<file path="src/hw/rtl/assert_macros.svh">
// Assertion macros for the RTL files that carry checks.
`ifndef ASSERT_MACROS_SVH
`define ASSERT_MACROS_SVH

`ifndef SYNTHESIS

// Property must hold at every rising clock edge outside reset.
`define ASSERT_ALWAYS(lbl, clk, rst, prop, msg) \
  lbl: assert property (@(posedge clk) disable iff (rst) (prop)) else $error(msg);

// When ante holds, cons must hold in the next cycle.
`define ASSERT_NEXT(lbl, clk, rst, ante, cons, msg) \
  lbl: assert property (@(posedge clk) disable iff (rst) (ante) |=> (cons)) else $error(msg);

`else

`define ASSERT_ALWAYS(lbl, clk, rst, prop, msg)
`define ASSERT_NEXT(lbl, clk, rst, ante, cons, msg)

`endif

`endif

</file>
<file path="src/hw/rtl/ebv_pkg.sv">
// Shared constants, types and states of the exchange sort block.
package ebv_pkg;

  localparam int VALUE_W       = 32;
  localparam int TAG_W         = 6;
  localparam int DEF_MAX_ITEMS = 64;
  localparam int DEF_KEY_BITS  = 32;
  localparam int QUEUE_DEPTH   = 4;

  // Flags of one front-to-back command.
  typedef struct packed {
    logic wr;    // record is stored
    logic last;  // record closes the group
    logic ovf;   // group has dropped a record so far
  } ebv_flags_t;

  localparam int FLAGS_W = $bits(ebv_flags_t);

  // Status of the back end.
  typedef struct packed {
    logic sorting;  // exchange passes in progress
    logic sending;  // sorted group being streamed out
  } bk_status_t;

  typedef enum logic [2:0] {
    BK_IDLE,
    BK_LOAD,
    BK_HEAD,
    BK_SCAN,
    BK_WB,
    BK_ORD,
    BK_OLD
  } bk_state_t;

endpackage

</file>
<file path="src/hw/rtl/ebv_ifs.sv">
// Handshake interfaces for the record feed and the sorted result channel.
interface ebv_feed_if
  import ebv_pkg::*;
();
  logic               valid;
  logic               ready;
  logic [VALUE_W-1:0] value;
  logic [TAG_W-1:0]   tag;
  logic               group_end;

  modport source (output valid, value, tag, group_end, input ready);
  modport sink   (input valid, value, tag, group_end, output ready);
endinterface

interface ebv_result_if
  import ebv_pkg::*;
();
  logic               valid;
  logic               ready;
  logic [VALUE_W-1:0] sorted_value;
  logic [TAG_W-1:0]   sorted_tag;
  logic               last_of_run;
  logic               overflowed;

  modport source (output valid, sorted_value, sorted_tag, last_of_run, overflowed,
                  input ready);
  modport sink   (input valid, sorted_value, sorted_tag, last_of_run, overflowed,
                  output ready);
endinterface

</file>
<file path="src/hw/rtl/ebv_front.sv">
// Front end: accepts records, assigns slots, flags overflow, emits commands.
module ebv_front
  import ebv_pkg::*;
#(
  parameter int MAX_ITEMS = DEF_MAX_ITEMS,
  parameter int KEY_BITS  = DEF_KEY_BITS,
  localparam int KW    = (KEY_BITS < VALUE_W) ? KEY_BITS : VALUE_W,
  localparam int AW    = $clog2(MAX_ITEMS),
  localparam int CW    = $clog2(MAX_ITEMS + 1),
  localparam int CMD_W = FLAGS_W + CW + AW + KW + TAG_W
) (
  input  logic             clk,
  input  logic             rst,
  ebv_feed_if.sink         feed,
  output logic             q_push,
  output logic [CMD_W-1:0] q_data,
  input  logic             q_full
);

  logic [CW-1:0] count;
  logic          ovf;
  logic          store;
  logic [CW-1:0] count_inc;
  ebv_flags_t    flags;

  assign feed.ready = !q_full;
  assign q_push     = feed.valid && !q_full;
  assign store      = (count != CW'(MAX_ITEMS));
  assign count_inc  = store ? count + CW'(1) : count;

  assign flags.wr   = store;
  assign flags.last = feed.group_end;
  assign flags.ovf  = ovf || !store;

  assign q_data = {flags, count_inc, count[AW-1:0], feed.value[KW-1:0], feed.tag};

  always_ff @(posedge clk) begin
    if (rst) begin
      count <= '0;
      ovf   <= 1'b0;
    end else if (q_push) begin
      if (feed.group_end) begin
        count <= '0;
        ovf   <= 1'b0;
      end else begin
        count <= count_inc;
        ovf   <= flags.ovf;
      end
    end
  end

endmodule

</file>
<file path="src/hw/rtl/ebv_queue.sv">
// Small register FIFO between front and back ends.
module ebv_queue
  import ebv_pkg::*;
#(
  parameter int W     = 8,
  parameter int DEPTH = QUEUE_DEPTH,
  localparam int PW   = $clog2(DEPTH),
  localparam int NW   = $clog2(DEPTH + 1)
) (
  input  logic         clk,
  input  logic         rst,
  input  logic         push,
  input  logic [W-1:0] push_data,
  output logic         full,
  input  logic         pop,
  output logic [W-1:0] pop_data,
  output logic         empty
);

  logic [W-1:0]  slots [DEPTH];
  logic [PW-1:0] wp;
  logic [PW-1:0] rp;
  logic [NW-1:0] used;
  logic          do_push;
  logic          do_pop;

  assign full     = (used == NW'(DEPTH));
  assign empty    = (used == '0);
  assign do_push  = push && !full;
  assign do_pop   = pop && !empty;
  assign pop_data = slots[rp];

  always_ff @(posedge clk) begin
    if (do_push) begin
      slots[wp] <= push_data;
    end
  end

  always_ff @(posedge clk) begin
    if (rst) begin
      wp   <= '0;
      rp   <= '0;
      used <= '0;
    end else begin
      if (do_push) begin
        wp <= (wp == PW'(DEPTH - 1)) ? '0 : wp + PW'(1);
      end
      if (do_pop) begin
        rp <= (rp == PW'(DEPTH - 1)) ? '0 : rp + PW'(1);
      end
      if (do_push && !do_pop) begin
        used <= used + NW'(1);
      end else if (do_pop && !do_push) begin
        used <= used - NW'(1);
      end
    end
  end

endmodule

</file>
<file path="src/hw/rtl/ebv_back.sv">
// Back end: record memory, exchange sort sequencer and result register.
module ebv_back
  import ebv_pkg::*;
#(
  parameter int MAX_ITEMS = DEF_MAX_ITEMS,
  parameter int KEY_BITS  = DEF_KEY_BITS,
  localparam int KW    = (KEY_BITS < VALUE_W) ? KEY_BITS : VALUE_W,
  localparam int AW    = $clog2(MAX_ITEMS),
  localparam int CW    = $clog2(MAX_ITEMS + 1),
  localparam int CMD_W = FLAGS_W + CW + AW + KW + TAG_W
) (
  input  logic             clk,
  input  logic             rst,
  output logic             q_pop,
  input  logic [CMD_W-1:0] q_data,
  input  logic             q_empty,
  ebv_result_if.source     result,
  output bk_status_t       status
);

  // command fields
  ebv_flags_t       c_flags;
  logic [CW-1:0]    c_n;
  logic [AW-1:0]    c_addr;
  logic [KW-1:0]    c_key;
  logic [TAG_W-1:0] c_tag;

  assign {c_flags, c_n, c_addr, c_key, c_tag} = q_data;

  // record memory
  logic [KW-1:0]    mem_key [MAX_ITEMS];
  logic [TAG_W-1:0] mem_tag [MAX_ITEMS];
  logic [KW-1:0]    rd_key;
  logic [TAG_W-1:0] rd_tag;

  bk_state_t        state;
  bk_state_t        state_next;
  logic [AW-1:0]    i_idx;
  logic [AW-1:0]    j_idx;
  logic [AW-1:0]    k_idx;
  logic [CW-1:0]    n_cnt;
  logic             grp_ovf;
  logic [KW-1:0]    cur_key;
  logic [TAG_W-1:0] cur_tag;
  logic             out_valid;

  // decode
  logic             rd_en;
  logic [AW-1:0]    rd_addr;
  logic             wr_en;
  logic [AW-1:0]    wr_addr;
  logic [KW-1:0]    wr_key;
  logic [TAG_W-1:0] wr_tag;
  logic             out_load;
  logic             less;
  logic             scan_last;
  logic             more;
  logic             k_last;

  assign less      = (rd_key < cur_key);
  assign scan_last = (CW'(j_idx) == n_cnt - CW'(1));
  assign more      = (CW'(i_idx) + CW'(2) < n_cnt);
  assign k_last    = (CW'(k_idx) == n_cnt - CW'(1));

  always_ff @(posedge clk) begin
    if (wr_en) begin
      mem_key[wr_addr] <= wr_key;
      mem_tag[wr_addr] <= wr_tag;
    end
  end

  always_ff @(posedge clk) begin
    if (rd_en) begin
      rd_key <= mem_key[rd_addr];
      rd_tag <= mem_tag[rd_addr];
    end
  end

  // next state
  always_comb begin
    state_next = state;
    unique case (state)
      BK_IDLE: begin
        if (!q_empty && c_flags.last) begin
          state_next = (c_n == CW'(1)) ? BK_ORD : BK_LOAD;
        end
      end
      BK_LOAD: state_next = BK_HEAD;
      BK_HEAD: state_next = BK_SCAN;
      BK_SCAN: begin
        if (scan_last) begin
          state_next = BK_WB;
        end
      end
      BK_WB:   state_next = more ? BK_HEAD : BK_ORD;
      BK_ORD:  state_next = BK_OLD;
      BK_OLD: begin
        if (out_load) begin
          state_next = k_last ? BK_IDLE : BK_ORD;
        end
      end
      default: state_next = BK_IDLE;
    endcase
  end

  // outputs of the sequencer
  always_comb begin
    q_pop    = 1'b0;
    rd_en    = 1'b0;
    rd_addr  = i_idx;
    wr_en    = 1'b0;
    wr_addr  = c_addr;
    wr_key   = c_key;
    wr_tag   = c_tag;
    out_load = 1'b0;
    unique case (state)
      BK_IDLE: begin
        q_pop = !q_empty;
        wr_en = !q_empty && c_flags.wr;
      end
      BK_LOAD: begin
        rd_en   = 1'b1;
        rd_addr = i_idx;
      end
      BK_HEAD: begin
        rd_en   = 1'b1;
        rd_addr = j_idx;
      end
      BK_SCAN: begin
        wr_en   = less;
        wr_addr = j_idx;
        wr_key  = cur_key;
        wr_tag  = cur_tag;
        rd_en   = !scan_last;
        rd_addr = j_idx + AW'(1);
      end
      BK_WB: begin
        wr_en   = 1'b1;
        wr_addr = i_idx;
        wr_key  = cur_key;
        wr_tag  = cur_tag;
        rd_en   = more;
        rd_addr = i_idx + AW'(1);
      end
      BK_ORD: begin
        rd_en   = 1'b1;
        rd_addr = k_idx;
      end
      BK_OLD: out_load = !out_valid || result.ready;
      default: ;
    endcase
  end

  // sequencer registers
  always_ff @(posedge clk) begin
    if (rst) begin
      state   <= BK_IDLE;
      i_idx   <= '0;
      j_idx   <= '0;
      k_idx   <= '0;
      n_cnt   <= '0;
      grp_ovf <= 1'b0;
    end else begin
      state <= state_next;
      unique case (state)
        BK_IDLE: begin
          if (!q_empty && c_flags.last) begin
            n_cnt   <= c_n;
            grp_ovf <= c_flags.ovf;
            i_idx   <= '0;
            k_idx   <= '0;
          end
        end
        BK_LOAD: j_idx <= i_idx + AW'(1);
        BK_SCAN: j_idx <= j_idx + AW'(1);
        BK_WB: begin
          i_idx <= i_idx + AW'(1);
          j_idx <= i_idx + AW'(2);
        end
        BK_OLD: begin
          if (out_load) begin
            k_idx <= k_idx + AW'(1);
          end
        end
        default: ;
      endcase
    end
  end

  // record held at position i during its pass
  always_ff @(posedge clk) begin
    if (state == BK_HEAD || (state == BK_SCAN && less)) begin
      cur_key <= rd_key;
      cur_tag <= rd_tag;
    end
  end

  // result register
  always_ff @(posedge clk) begin
    if (rst) begin
      out_valid <= 1'b0;
    end else if (out_load) begin
      out_valid <= 1'b1;
    end else if (result.ready) begin
      out_valid <= 1'b0;
    end
  end

  always_ff @(posedge clk) begin
    if (out_load) begin
      result.sorted_value <= VALUE_W'(rd_key);
      result.sorted_tag   <= rd_tag;
      result.last_of_run  <= k_last;
      result.overflowed   <= grp_ovf;
    end
  end

  assign result.valid = out_valid;

  assign status.sorting = (state == BK_LOAD) || (state == BK_HEAD) ||
                          (state == BK_SCAN) || (state == BK_WB);
  assign status.sending = (state == BK_ORD) || (state == BK_OLD);

endmodule

</file>
<file path="src/hw/rtl/exchange_sort_by_value_core.sv">
// Top level of the exchange sort block: front end, command queue, back end.
//
//   channel  dir  handshake            payload
//   feed     in   feed.valid/ready     value, tag, group_end
//   result   out  result.valid/ready   sorted_value, sorted_tag, last_of_run, overflowed
//
// The front takes one record a cycle, while the queue is not full, into a
// QUEUE_DEPTH command queue; the back writes each record to the record memory
// as it pops it from the queue, which it does only while idle. Each compare
// uses the single read / single write memory port, and each pass adds a head
// read and a write-back. Each result is then read and registered.
// No clearing pass after reset: the record memory is only read where written.
// Feed stalls only when the queue is full; a stalled result holds in place.
`include "assert_macros.svh"

module exchange_sort_by_value_core
  import ebv_pkg::*;
#(
  parameter int MAX_ITEMS = DEF_MAX_ITEMS,
  parameter int KEY_BITS  = DEF_KEY_BITS
) (
  input  logic         clk,
  input  logic         rst,
  ebv_feed_if.sink     feed,
  ebv_result_if.source result
);

  localparam int KW    = (KEY_BITS < VALUE_W) ? KEY_BITS : VALUE_W;
  localparam int AW    = $clog2(MAX_ITEMS);
  localparam int CW    = $clog2(MAX_ITEMS + 1);
  localparam int CMD_W = FLAGS_W + CW + AW + KW + TAG_W;

  // command path: {flags, count, slot, key, tag}
  logic             q_push;
  logic [CMD_W-1:0] q_in;
  logic             q_full;
  logic             q_pop;
  logic [CMD_W-1:0] q_out;
  logic             q_empty;
  bk_status_t       bk_stat;

  // Front: slot assignment and overflow tracking per group.
  ebv_front #(
    .MAX_ITEMS (MAX_ITEMS),
    .KEY_BITS  (KEY_BITS)
  ) u_front (
    .clk    (clk),
    .rst    (rst),
    .feed   (feed),
    .q_push (q_push),
    .q_data (q_in),
    .q_full (q_full)
  );

  // Decouples record intake from the sort.
  ebv_queue #(
    .W     (CMD_W),
    .DEPTH (QUEUE_DEPTH)
  ) u_queue (
    .clk       (clk),
    .rst       (rst),
    .push      (q_push),
    .push_data (q_in),
    .full      (q_full),
    .pop       (q_pop),
    .pop_data  (q_out),
    .empty     (q_empty)
  );

  // Back: memory, exchange passes, result streaming.
  ebv_back #(
    .MAX_ITEMS (MAX_ITEMS),
    .KEY_BITS  (KEY_BITS)
  ) u_back (
    .clk     (clk),
    .rst     (rst),
    .q_pop   (q_pop),
    .q_data  (q_out),
    .q_empty (q_empty),
    .result  (result),
    .status  (bk_stat)
  );

  // Front never pushes into a full queue.
  `ASSERT_ALWAYS(a_no_push_full, clk, rst, !(q_push && q_full), "push into full queue")
  // Back never pops an empty queue.
  `ASSERT_ALWAYS(a_no_pop_empty, clk, rst, !(q_pop && q_empty), "pop from empty queue")
  // Commands wait in the queue while the group is being sorted or sent.
  `ASSERT_ALWAYS(a_no_pop_busy, clk, rst, !((bk_stat.sorting || bk_stat.sending) && q_pop),
                 "queue popped while back end busy")

endmodule
</file>
<file path="src/flat_wrapper.sv">
// flat-port wrapper written by rule: the top's interface ports become plain ports
module exchange_sort_by_value_core_flat import ebv_pkg::*;
#(
  parameter int MAX_ITEMS = DEF_MAX_ITEMS,
  parameter int KEY_BITS  = DEF_KEY_BITS
)
  (clk, rst, feed_valid, feed_value, feed_tag, feed_group_end, feed_ready, result_valid, result_sorted_value, result_sorted_tag, result_last_of_run, result_overflowed, result_ready);
  ebv_feed_if feed_i ();
  ebv_result_if result_i ();
  input  logic clk;
  input  logic rst;
  input wire logic [$bits(feed_i.valid)-1:0] feed_valid;
  input wire logic [$bits(feed_i.value)-1:0] feed_value;
  input wire logic [$bits(feed_i.tag)-1:0] feed_tag;
  input wire logic [$bits(feed_i.group_end)-1:0] feed_group_end;
  output wire logic [$bits(feed_i.ready)-1:0] feed_ready;
  output wire logic [$bits(result_i.valid)-1:0] result_valid;
  output wire logic [$bits(result_i.sorted_value)-1:0] result_sorted_value;
  output wire logic [$bits(result_i.sorted_tag)-1:0] result_sorted_tag;
  output wire logic [$bits(result_i.last_of_run)-1:0] result_last_of_run;
  output wire logic [$bits(result_i.overflowed)-1:0] result_overflowed;
  input wire logic [$bits(result_i.ready)-1:0] result_ready;
  assign feed_i.valid = feed_valid;
  assign feed_i.value = feed_value;
  assign feed_i.tag = feed_tag;
  assign feed_i.group_end = feed_group_end;
  assign feed_ready = feed_i.ready;
  assign result_valid = result_i.valid;
  assign result_sorted_value = result_i.sorted_value;
  assign result_sorted_tag = result_i.sorted_tag;
  assign result_last_of_run = result_i.last_of_run;
  assign result_overflowed = result_i.overflowed;
  assign result_i.ready = result_ready;
  exchange_sort_by_value_core #(.MAX_ITEMS(MAX_ITEMS), .KEY_BITS(KEY_BITS)) u_core (.clk(clk), .rst(rst), .feed(feed_i), .result(result_i));
endmodule
</file>
<file path="config.mk">
export PLATFORM = sky130hd
export DESIGN_NAME = exchange_sort_by_value_core_flat
export DESIGN_NICKNAME = d
export VERILOG_FILES = /design/src/hw/rtl/ebv_pkg.sv /design/src/hw/rtl/ebv_ifs.sv /design/src/hw/rtl/ebv_front.sv /design/src/hw/rtl/ebv_queue.sv /design/src/hw/rtl/ebv_back.sv /design/src/hw/rtl/exchange_sort_by_value_core.sv /design/src/flat_wrapper.sv
export VERILOG_INCLUDE_DIRS = /design/src /design/src/hw/rtl
export SDC_FILE = /design/constraint.sdc
export NUM_CORES = 2
export LEC_CHECK = 0
export BUFFER_PORTS_ARGS = -buffer_cell sky130_fd_sc_hd__buf_2
export CORE_MARGIN = 2
export CORE_UTILIZATION = 35
export DETAILED_ROUTE_END_ITERATION = 10
export GPL_ROUTABILITY_DRIVEN = 0
export PLACE_DENSITY_LB_ADDON = 0.15
export SYNTH_ARGS = -nofsm -noshare
export SYNTH_HDL_FRONTEND = slang
export SYNTH_SLANG_ARGS = --single-unit
</file>
<file path="constraint.sdc">
create_clock -name clk -period 9.7 [get_ports clk]
set_input_delay 1.94 -clock clk [delete_from_list [all_inputs] [get_ports clk]]
set_output_delay 1.94 -clock clk [all_outputs]
set_load 0.03 [all_outputs]
</file>
==> metrics.cfg <==
[routing]
ant_nets=0
drc=0
finalWirelength_mm=363
dr_wl_met2_mm=171
first_iter_violations=7178
route.detailed.wl_per_inst_um=29.0
top_layer=met5
routed-via-count=68400
first_pass_iters=5
wl_met1_mm=159
route.met3.wl_mm=25.4
vias_per_cell=5.47

[worst_setup_path]
worstSetupPathType=flop to flop
crit_path_start_kind=flop
worstSetupEndpointType=flop
crit_start=u_core.u_back.state[0]
regToRegStartpoint=u_core.u_back.state[0]
critPathMaxFanout=43
cp.required_ns=10.19
worst-endpoint-arrival_ns=6.60

[cts]
ctsResizeCount=0
path_clk_slew_ns=0.06
htreeDepth=5
clk_path_buf_depth=4
postCtsSetupBuffers=0
cts_hold_buffers=0
cts_tree=done
cts_root_buffer=clkbuf_16
cts_buffers=313
clock_latency_ns=0.88
cts.sinks=2811

[power]
seq_power_share=0.415
p_clk_frac=0.278
switching_share=0.368
p_comb_frac=0.306
peakVddDrop_uv=205
power.density_nw_per_um2=321
power_leakage_nw=41.3
power_switching_mw=14.9
p_int_mw=25.6

[grt]
grt_usage=0.219
grt_pass1_vias=65800
antenna_found_initial=26
grt_overflow=0
grt_max_degree=146
grt_pass1_wl_mm=510

[timing]
setup_viol=0
clock_skew_ns=0.0516
rsz0062_at_grt=false
hold-worst-slack_ns=0.440
relSlewSlack=0.0573
finalHoldViolCount=0
fmax_ghz=0.164
period_share=0.630
layout_min_cycle_time_ns=6.11
fin_tns_setup_ns=0
tightest_slew_ns=1.40
finalMaxSlewViolations=0

[logic_synthesis]
synthSimpleGateAreaFrac=0.135
yosys_warnings=0
avgSynthCellArea_sq_um=14.0
async_reset_ff_frac=0
synth_xor_area_frac=0.00314
synthesis.area_sq_um=112000
ys_seq_elements=2811
synth_cells=7956
synth_top_family_by_area=simple AND/OR/NAND/NOR gates
synth_compound_area_frac=0.0481
yosysSeqAreaShare=0.752
synth_ff_type=edfxtp_1
synthMuxAreaShare=0.0302
synth_fa_ha_area_frac=0.00578
synth_cell_types=78
syn_nets=8050
synth_edf_count=2764

[die]
die_w_um=569
dieHeight_um=569
io_pins=85
core-area_sq_um=318000
fp.dieArea_sq_um=323000
initial_core_util=0.352
rows=207

[cells_and_area]
multi_input_area_sq_um=25400
area_delta_synth_final_pct=13.4
fin_nets=8178
drive_above_1_share=0.113
nFillCells=29400
regArea_sq_um=83900
final_core_utilization=0.399

[run_status]
status=completed

[placed_design]
hpwl_mm=198
io_buffer_count=84

[worst_hold_path]
min_from=u_core.u_back.grp_ovf
hp-class=flop to flop

[flow_run]
cap_violations=0

critical path: stages (launching register included):
cell and delay [ns]:
dfxtp_1 1.01, nor2_1 0.24, a221oi_2 0.45, o22a_4 0.55, buf_4 0.71, nor2_4 0.10
buf_4 0.43, a32oi_1 0.32, nand4_1 0.18, nand3_1 0.34, o22ai_1 0.20, a221oi_2 1.02
cells by family after synthesis:
| family | after synthesis |
|---|---|
| compound gates | 739 |
| buf+inv | 551 |
| flops | 2811 |
| fa+ha+maj | 51 |
| mux | 259 |
| simple gates | 3505 |
| xor+xnor | 40 |
synth_stat cells, types with 12 or more instances:
| cell type | count | area share |
|---|---|---|
| edfxtp_1 | 2764 | 0.74 |
| mux2i_1 | 162 | 0.015 |
| dfxtp_1 | 47 | 0.0084 |
| xnor2_1 | 25 | 0.0020 |
| a22oi_1 | 13 | 0.00087 |
| a311oi_2 | 15 | 0.0020 |
| nand2_1 | 2022 | 0.068 |
| nor3_1 | 98 | 0.0044 |
| nand4_1 | 121 | 0.0068 |
| a31oi_1 | 138 | 0.0077 |
| buf_2 | 196 | 0.0088 |
| mux2_2 | 39 | 0.0039 |
| a21o_1 | 16 | 0.0011 |
| o221ai_1 | 18 | 0.0014 |
| a211oi_1 | 44 | 0.0030 |
| mux4_2 | 58 | 0.012 |
| a32oi_1 | 108 | 0.0085 |
| inv_1 | 53 | 0.0018 |
| ha_1 | 50 | 0.0056 |
| clkbuf_1 | 166 | 0.0056 |
| a221oi_1 | 12 | 0.00094 |
| o211ai_1 | 58 | 0.0039 |
| nand3_1 | 825 | 0.037 |
| o2111ai_1 | 28 | 0.0022 |
| buf_6 | 36 | 0.0036 |
| o21ai_0 | 89 | 0.0040 |
| buf_4 | 61 | 0.0041 |
| nor2_1 | 261 | 0.0088 |
| buf_1 | 33 | 0.0011 |
| o22ai_1 | 49 | 0.0027 |
| and3_1 | 128 | 0.0072 |
| a21oi_1 | 75 | 0.0034 |
| xor2_1 | 15 | 0.0012 |
metal layers:
metal,up-vias,track usage
met5,-,0
met4,6,0.0453
met3,434,0.0351
met2,2561,0.358
met1,35400,0.309
li1,30000,-
final cells by class:
cell class              instances  area share
clock buffers                 409      0.0665
clock inverters               141     0.00882
multi-input cells            4594       0.200
repair buffers                309      0.0179
diodes                          8    0.000158
inverters                      55     0.00163
well taps                    4180      0.0413
flip-flops and latches       2811       0.663
power groups by stage:
stage | Clock, mW | Sequential, mW | Combinational [mW]
after floorplan | 0 | 16.7 | 7.41
after global placement | 0 | 17.1 | 12.3
after detailed placement | 0 | 17.1 | 12.4
after CTS | 11.5 | 16.8 | 12.5
after global routing | 12.0 | 16.9 | 13.3
final | 11.3 | 16.9 | 12.4
worst paths after layout:
path                                     end  slack (ns)  depth (start not counted)
max                 u_core.u_back.rd_key[30]        3.59                         11
min          u_core.u_back.result.overflowed        0.44                          0
max reg2reg         u_core.u_back.rd_key[30]        3.59                         11
min reg2reg  u_core.u_back.result.overflowed        0.44                          0
per-stage QoR:
stage,area [sq um],worst slack [ns],std cells,power (mW)
2_1_floorplan,112000,4.47,7956,24.1
3_3_place_gp,117000,3.76,11900,29.4
3_5_place_dp,117000,3.74,11900,29.5
4_1_cts,127000,3.74,12500,40.8
5_1_grt,127000,3.54,12500,42.2
6_report,127000,3.59,12500,40.6
state kept, by name, indices dropped and copies added (netlist names), 3 cells and up, named ones only:
signal	cells
u_core.u_back.n_cnt	7
u_core.u_back.j_idx	6
u_core.u_back.result.sorted_value	32
u_core.u_back.result.sorted_tag	6
u_core.u_back.mem_key	2048
u_core.u_front.count	7
u_core.u_back.i_idx	6
u_core.u_back.cur_tag	6
u_core.u_back.state	3
u_core.u_back.rd_key	32
u_core.u_back.mem_tag	384
u_core.u_back.k_idx	6
u_core.u_back.rd_tag	6
u_core.u_queue.used	3
u_core.u_queue.slots	216
u_core.u_back.cur_key	32
layout by cell type, fill, tap and decap left out, types with 52 or more instances in the layout:
cell and instances:
a21oi_1 75, a31oi_1 138, a32oi_1 108, and3_1 124, buf_2 84, buf_4 213
clkbuf_1 84, clkbuf_16 322, clkinv_1 62, edfxtp_1 2764, inv_1 52, mux2i_1 162
mux4_2 58, nand2_1 2017, nand3_1 825, nand4_1 121, nor2_1 252, nor3_2 65
o211ai_1 58, o21ai_0 87
(Power assumes the default switching activity.)
